[src/design/btt_pkg.sv]
// ----------------------------------------------------------------------------
// btt_pkg
// Shared types and constants of the bucketed transposition table: command and
// response transactions, the stored entry layout and the replacement rule.
// ----------------------------------------------------------------------------
package btt_pkg;

    localparam logic FUNC_LOOKUP = 1'b0;
    localparam logic FUNC_SAVE   = 1'b1;

    localparam logic [1:0] BOUND_NONE  = 2'd0;
    localparam logic [1:0] BOUND_UPPER = 2'd1;
    localparam logic [1:0] BOUND_LOWER = 2'd2;
    localparam logic [1:0] BOUND_EXACT = 2'd3;

    localparam int FILL_W = 19;
    localparam logic [FILL_W-1:0] FILL_MAX = {FILL_W{1'b1}};

    // Wide enough for the largest supported bucket (16 ways).
    localparam int WAY_IDX_W = 4;

    typedef struct packed {
        logic               func;
        logic [15:0]        key_index;
        logic [31:0]        key_check;
        logic [31:0]        move_in;
        logic signed [15:0] score_in;
        logic signed [15:0] depth_in;
        logic [1:0]         bound_in;
        logic signed [15:0] eval_in;
        logic               skip_in;
    } t_btt_in;

    typedef struct packed {
        logic               hit;
        logic [31:0]        move_out;
        logic signed [15:0] score_out;
        logic signed [15:0] depth_out;
        logic [1:0]         bound_out;
        logic signed [15:0] eval_out;
        logic               skip_out;
        logic [FILL_W-1:0]  fill_count;
    } t_btt_out;

    typedef struct packed {
        logic [31:0]        check;
        logic [31:0]        move;
        logic signed [15:0] score;
        logic signed [15:0] depth;
        logic [1:0]         bound;
        logic signed [15:0] eval;
        logic               skip;
        logic [7:0]         age;
    } t_btt_entry;

    localparam int ENTRY_W = $bits(t_btt_entry);

    typedef struct packed {
        logic                 hit;
        logic [WAY_IDX_W-1:0] hit_way;
        logic                 slot;
        logic [WAY_IDX_W-1:0] slot_way;
    } t_btt_probe;

    // True when way should displace the current victim candidate.
    function automatic logic btt_replace(t_btt_entry way, t_btt_entry cand,
                                         logic [7:0] age);
        logic a;
        logic b;
        logic c;
        a = (way.age == age) || (way.bound == BOUND_EXACT);
        b = (cand.age == age);
        c = (way.depth < cand.depth);
        return a ? (b && c) : (b || c);
    endfunction

endpackage

[src/design/btt_probe.sv]
// ----------------------------------------------------------------------------
// btt_probe
// Compares the check key against every way of a bucket and finds the first
// matching way and the first way that is empty or matching.
// ----------------------------------------------------------------------------
module btt_probe import btt_pkg::*; #(
    parameter int WAYS = 4
) (
    input  t_btt_entry [WAYS-1:0] i_row,
    input  logic [31:0]           i_key,
    output t_btt_probe            o_probe
);

    logic [WAYS-1:0] w_match;
    logic [WAYS-1:0] w_free;

    always_comb begin
        for (int w = 0; w < WAYS; w++) begin
            w_match[w] = (i_row[w].check == i_key);
            w_free[w]  = w_match[w] || (i_row[w].check == 32'd0);
        end
    end

    // Scan from the top so the lowest set way wins.
    always_comb begin
        o_probe = '0;
        for (int w = WAYS - 1; w >= 0; w--) begin
            if (w_match[w]) begin
                o_probe.hit     = 1'b1;
                o_probe.hit_way = WAY_IDX_W'(w);
            end
            if (w_free[w]) begin
                o_probe.slot     = 1'b1;
                o_probe.slot_way = WAY_IDX_W'(w);
            end
        end
    end

endmodule

[config.mk]
export PLATFORM = sky130hd
export DESIGN_NAME = btt_probe
export DESIGN_NICKNAME = d
export VERILOG_FILES = /design/src/design/btt_pkg.sv /design/src/design/btt_probe.sv
export SDC_FILE = /design/constraint.sdc
export NUM_CORES = 1
export LEC_CHECK = 0
export ABC_AREA = 1
export BUFFER_PORTS_ARGS = -buffer_cell sky130_fd_sc_hd__buf_2
export CAP_MARGIN = 10
export CORE_AREA = 3 3 208 210
export DETAILED_ROUTE_END_ITERATION = 8
export DIE_AREA = 0 0 211 213
export GPL_TIMING_DRIVEN = 0
export PLACE_DENSITY = 0.3
export SLEW_MARGIN = 20
export SYNTH_ARGS = -nofsm -noshare
export SYNTH_HDL_FRONTEND = slang
export SYNTH_SLANG_ARGS = --single-unit
[constraint.sdc]
create_clock -name vclk -period 0.9
set_clock_uncertainty 0.05 [all_clocks]
set_input_delay 0 -clock vclk [all_inputs]
set_output_delay 0 -clock vclk [all_outputs]
set_load 0.01 [all_outputs]
---- After elaboration in Yosys (flattened, before gate mapping) ----
Index checks and enable logic that the tools add are counted.
cells by class
  multiplexer cells ....................... 8
  equality and inequality tests ........... 4
  reductions and logical operators ........ 8
operator list
  cell                number
  $eq A32 B32 Y1      4
  $logic_not A32 Y1   4
  $mux W5             8
  $logic_or A1 B1 Y1  4
word-level totals
  input bits .............................. 524
  flip-flop bits (word level) ............. 0

---- Logic depth before layout (Yosys ltp) ----
Gate-level depths: netlist of run 1.
  word-level depth ........................ 6
  depth in mapped cells ................... 13

---- Worst setup path after synthesis of run 1 ----
OpenSTA, ideal clock, no wires.
  path type ............................... input to output
  start point ............................. in i_key[20]
  end point ............................... out o_probe[0] (netlist bit)
  stages .................................. 9
  data arrival time ....................... 0.997 ns
  setup slack ............................. -0.147 ns
  data required time ...................... 0.850 ns
  path through ............................ buf_2 > xor2_1 > nor2_1 > nand2_1 > nor2_2 > nand2_2 > nor2_4 > nor2_2 > a21oi_2
RTL lines
  item                RTL line         RTL
  start: declaration  btt_probe.sv:10  input logic [31:0] i_key,
  end: declaration    btt_probe.sv:11  output t_btt_probe o_probe

==> results.py, run 1 <==
metrics = {
    "place": {
        "io_buffers": 147,
        "gp_congestion": 0.752,
        "dp_hpwl_um": 15000,
        "place_area_um2": 4280,
        "dp_slack_ps": -962,
        "dp.cells": 1225,
    },
    "drt": {
        "wl_um": 16100,
        "wl_per_cell_um": 13.1,
        "vias": 3523,
        "first_iter_violations": 81,
        "drt_pass1_iterations": 4,
        "ant_nets": 0,
        "drc": 0,
        "viasPerCell": 2.86,
    },
    "sta": {
        "final.setup.tns_ps": -2340,
        "fin_ws_ps": -447,
        "slew_violations": 0,
        "finalHoldViolCount": 0,
        "final.min_clock_period_ps": 1350,
        "rsz0062_at_grt": "yes",
        "fin_crit_sh_pct": 150,
        "whs_ps": 589,
        "fmax_ghz": 0.742,
        "setup-violations-final": 6,
    },
    "global_route": {
        "use_met2_pct": 11.3,
        "grt_pass1_wl_um": 22200,
        "use_met3_pct": 2.12,
        "grtUsageTotal_pct": 6.74,
        "grt_pass1_vias": 3502,
        "grt.overflow.total": 0,
        "antenna_found_initial": 6,
        "grt_max_degree": 7,
        "grt-busiest-layer": "met2",
        "grt_util_met1_pct": 8.91,
    },
    "worst_setup_path": {
        "critPathCaptureType": "output pin",
        "critPathMaxStageDelay_ps": 380,
        "critPathLaunchType": "primary input",
        "path_max_fanout": 2,
        "worstSetupPathType": "in2out",
        "crit_family": "simple AND/OR/NAND/NOR gates",
        "cpMostUsedCell": "buf_6",
        "cp_num_buf_inv": 2,
        "crit_path_top_delay_cell": "nor4_4",
        "critPathArrivalTime_ps": 1300,
        "crit_chain": "buf_6 > or2_4 > nor4_4 > nand4_1 > o21ai_2 > nor2_1 > nand2_1 > buf_6",
        "worstPathRequired_ps": 850,
    },
    "synth": {
        "yosysTopAreaCell": "nand2_1",
        "syn_area_um2": 2700,
        "ys_seq_area_share_pct": 0,
        "synth_area_leaders": "nand2_1 25%, xnor2_1 15%, xor2_1 15%",
        "synth_top_cell_area_share_pct": 24.9,
        "syn-mean-instance-area_um2": 5.04,
        "yosys_warnings": 0,
        "synthCells": 536,
        "ys_types": 27,
    },
    "power": {
        "power_leakage_nw": 2.25,
        "peakVddDrop_v": 0.000139,
        "power_density_nw_per_um2": 383,
    },
    "floorplanning": {
        "die_w_um": 211,
        "die_area_um2": 44900,
        "core_area_um2": 41800,
        "fp.dieH_um": 213,
        "placementRows": 75,
        "initial_core_util_pct": 6.46,
        "ioPinCount": 534,
    },
    "run_status": {
        "violations": "negative setup slack",
        "outcome": "finished with violations",
    },
    "layout": {
        "area.sequential_um2": 0,
        "final_common_cell": "nand2_1",
        "design.seq.count": 0,
        "final_cells": 1231,
        "nFillCells": 4900,
        "fin_area_um2": 4900,
        "final_cell_mix": "157 x nand2_1, 115 x buf_2, 75 x nor2_1",
        "nets": 1214,
        "area_delta_synth_final_pct": 81.7,
        "drive_gt1_share_pct": 43.2,
        "nClkBuffers": 0,
        "multi_input_area_um2": 2730,
    },
    "clock_network": {
        "hold_buffers": 0,
    },
    "run": {
        "cap_violations": 0,
    },
    "worst_hold_path": {
        "worstHoldPathType": "in2out",
    },
}
-- final cells by class --
type	instances	area share, %
antenna	4	0.204
tap	539	13.8
inverter	72	5.51
multi-input combinational	444	55.7
timing repair buffer	149	19.5
buffer	23	5.41
-- cells by family after synthesis --
logic type                after synthesis  synth area share (%)
xor gates and xnor gates               90                  29.2
buffers and inverters                  95                  14.7
AOI/OAI and AO/OA                       7                  1.72
other                                   1                 0.139
and+or+nand+nor                       343                  54.2
-- synthesized netlist by cell type --
library cell / n
nand3b_1: 1
nand2_1: 179
inv_1: 51
nand4_1: 13
nor2_1: 100
nor4_1: 16
nand3_1: 6
or2_1: 2
buf_2: 18
nand2_2: 3
or2_2: 1
o21ai_2: 1
clkinv_1: 1
and2_1: 4
nor3_1: 1
nor3_2: 1
xnor2_1: 45
buf_4: 5
nor2_4: 3
a21oi_1: 4
a21oi_2: 2
or2_0: 1
inv_2: 20
nor2_2: 11
nand3_2: 1
conb_1: 1
xor2_1: 45
-- per-stage QoR --
step | power [mW] | util, %
floorplan | 0.911 | -
global placement | 1.62 | 10.2
detailed placement | 1.63 | 10.2
CTS | 1.84 | 11.3
global route | 2.10 | 11.7
finish | 1.88 | 11.7
-- where the power goes --
group | total, mW | internal, mW | switching, mW | leakage (nW)
Clock | 0.000000598 | 0.000000598 | 0 | 0.0000254
Combinational | 1.88 | 0.904 | 0.973 | 2.25
Sequential | 0 | 0 | 0 | 0
Total | 1.88 | 0.904 | 0.973 | 2.25
-- what timing repair did --
action                     in CTS  in global routing
setup endpoints to repair       6                  6
pin swaps                      77                 34
resized for setup             111                 43
buffers inserted                2                  0
-- worst min-delay path: cells and delay by family --
| family | cells | cell delay (ps) |
|---|---|---|
| buf+inv | 2 | 260 |
| compound gates | 2 | 200 |
| simple gates | 2 | 180 |
-- final timing paths --
| check | startpoint | end | slack (ps) | cells after the start |
|---|---|---|---|---|
| setup / recovery | i_row[106] | o_probe[4] | -450 | 8 |
| hold / removal | i_row[104] | o_probe[0] | 590 | 6 |
-- metal layers --
layer  vias to the layer above  routed length, um
li1                       1902                  -
met1                      1502               7400
met2                       105               7350
met3                         8               1170
met5                         -                 34
met4                         6                121
Power figures use the tool's default switching activity.
==> inputs of run 2 (changes only) <==
--- a/config.mk
+++ b/config.mk
@@ -8,11 +8,13 @@
 export ABC_AREA = 1
 export BUFFER_PORTS_ARGS = -buffer_cell sky130_fd_sc_hd__buf_2
 export CAP_MARGIN = 10
-export CORE_AREA = 3 3 208 210
+export CELL_PAD_IN_SITES_DETAIL_PLACEMENT = 0
+export CELL_PAD_IN_SITES_GLOBAL_PLACEMENT = 1
+export CORE_AREA = 3 3 206 208
 export DETAILED_ROUTE_END_ITERATION = 8
-export DIE_AREA = 0 0 211 213
+export DIE_AREA = 0 0 209 211
 export GPL_TIMING_DRIVEN = 0
-export PLACE_DENSITY = 0.3
+export PLACE_DENSITY_LB_ADDON = 0.1
 export SLEW_MARGIN = 20
 export SYNTH_ARGS = -nofsm -noshare
 export SYNTH_HDL_FRONTEND = slang
==> results.py, run 2 (synthesis gave the netlist of run 1 again) <==
metrics = {
    "power": {
        "clkPwrFrac_pct": 0,
        "power_leakage_nw": 2.20,
        "power_mw": 1.86,
        "p_comb_share_pct": 100.0,
        "power_frac_seq_pct": 0,
        "switching_share_pct": 54.2,
        "internal_power_mw": 0.849,
        "power_density_nw_per_um2": 390,
        "peakVddDrop_v": 0.000113,
        "switchingPower_mw": 1.01,
    },
    "global_route": {
        "grt.overflow.total": 0,
        "antenna_found_initial": 7,
        "grt_pass1_vias": 3799,
        "grt_pass1_wl_um": 25900,
        "grtUsageTotal_pct": 7.95,
        "grt_max_degree": 7,
    },
    "sta": {
        "slew_violations": 0,
        "final.min_clock_period_ps": 1400,
        "final.setup.tns_ps": -2790,
        "rsz0062_at_grt": "yes",
        "finalHoldViolCount": 0,
        "fin_ws_ps": -498,
        "setup-violations-final": 6,
        "fin_crit_sh_pct": 155,
        "fmax_ghz": 0.715,
    },
    "layout": {
        "final_common_cell": "nand2_1",
        "multi_input_area_um2": 2680,
        "nets": 1215,
        "drive_gt1_share_pct": 40.3,
        "design.seq.count": 0,
        "nFillCells": 4870,
        "area.sequential_um2": 0,
        "nClkBuffers": 0,
        "final_cell_mix": "165 x nand2_1, 122 x buf_2, 78 x nor2_1",
        "area_delta_synth_final_pct": 76.3,
        "fin_util_pct": 11.7,
    },
    "place": {
        "io_buffers": 147,
        "dp_hpwl_um": 17100,
        "gp_congestion": 0.686,
        "dp_slack_ps": -1100,
    },
    "drt": {
        "met3_length_um": 913,
        "top_layer_used": "met5",
        "vias": 3459,
        "met1_length_um": 7970,
        "viasPerCell": 2.83,
        "wl_um": 18200,
        "drt_pass1_iterations": 4,
        "first_iter_violations": 93,
        "wl_met2_um": 9260,
        "wl_per_cell_um": 14.9,
        "drc": 0,
        "ant_nets": 0,
    },
    "floorplanning": {
        "ioPinCount": 534,
        "fp.dieH_um": 211,
        "placementRows": 74,
        "die_area_um2": 44100,
        "core_area_um2": 40700,
        "initial_core_util_pct": 6.62,
        "die_w_um": 209,
    },
    "run_status": {
        "violations": "negative setup slack",
        "outcome": "finished with violations",
    },
    "worst_setup_path": {
        "critPathArrivalTime_ps": 1350,
        "worstSetupPathType": "in2out",
        "critPathCaptureType": "output pin",
        "path_max_fanout": 3,
        "critPathLaunchType": "primary input",
        "worstPathRequired_ps": 850,
    },
    "worst_hold_path": {
        "worstHoldPathType": "in2out",
    },
    "clock_network": {
        "hold_buffers": 0,
    },
    "run": {
        "cap_violations": 0,
    },
}
==> run 2: what timing repair did <==
action	CTS	global route
pin swaps	34	37
setup endpoints to repair	6	6
buffers inserted	2	1
resized for setup	56	65
==> run 2: through the flow <==
stage | cell area, um^2 | hold WS, ps | std cells
after floorplan | 2870 | 244 | 539
after global placement | 4270 | 618 | 1218
after detailed placement | 4270 | 617 | 1218
after CTS | 4490 | 627 | 1220
after global routing | 4750 | 662 | 1223
final | 4760 | 588 | 1224
==> run 2: power groups by stage <==
| stage | sequential, mW | combinational, mW | clock (mW) |
|---|---|---|---|
| after floorplan | 0 | 0.911 | 0 |
| after global placement | 0 | 1.73 | 0 |
| after detailed placement | 0 | 1.72 | 0 |
| after CTS | 0 | 1.81 | 0 |
| after global routing | 0 | 2.10 | 0.000000297 |
| final | 0 | 1.86 | 0.000000446 |
==> run 2: final cells by class <==
type,count,share of cell area (%)
repair buffers,150,18.5
plain buffers,23,5.42
inverters,72,5.68
well taps,532,14.0
multi-input cells,444,56.3
diodes,3,0.158
==> run 2: critical path, stage by stage <==
cell      delay (ps)
buf_2            130
nor4_1           410
nand3_1          250
nor2_1           180
nor2_2            70
clkinv_1          50
nor2_2            40
nor2_2           110
buf_6            120
==> run 2: final timing paths <==
kind | end | depth (start not counted) | startpoint
hold / removal | o_probe[0] | 7 | i_row[232]
setup / recovery | o_probe[1] | 9 | i_row[362]
==> run 2: metal layers <==
| metal | vias to the layer above | GRT usage (%) |
|---|---|---|
| met1 | 1448 | 10.0 |
| met4 | 8 | 0 |
| li1 | 1905 | - |
| met2 | 90 | 15.0 |
| met5 | - | 0 |
| met3 | 8 | 1.53 |
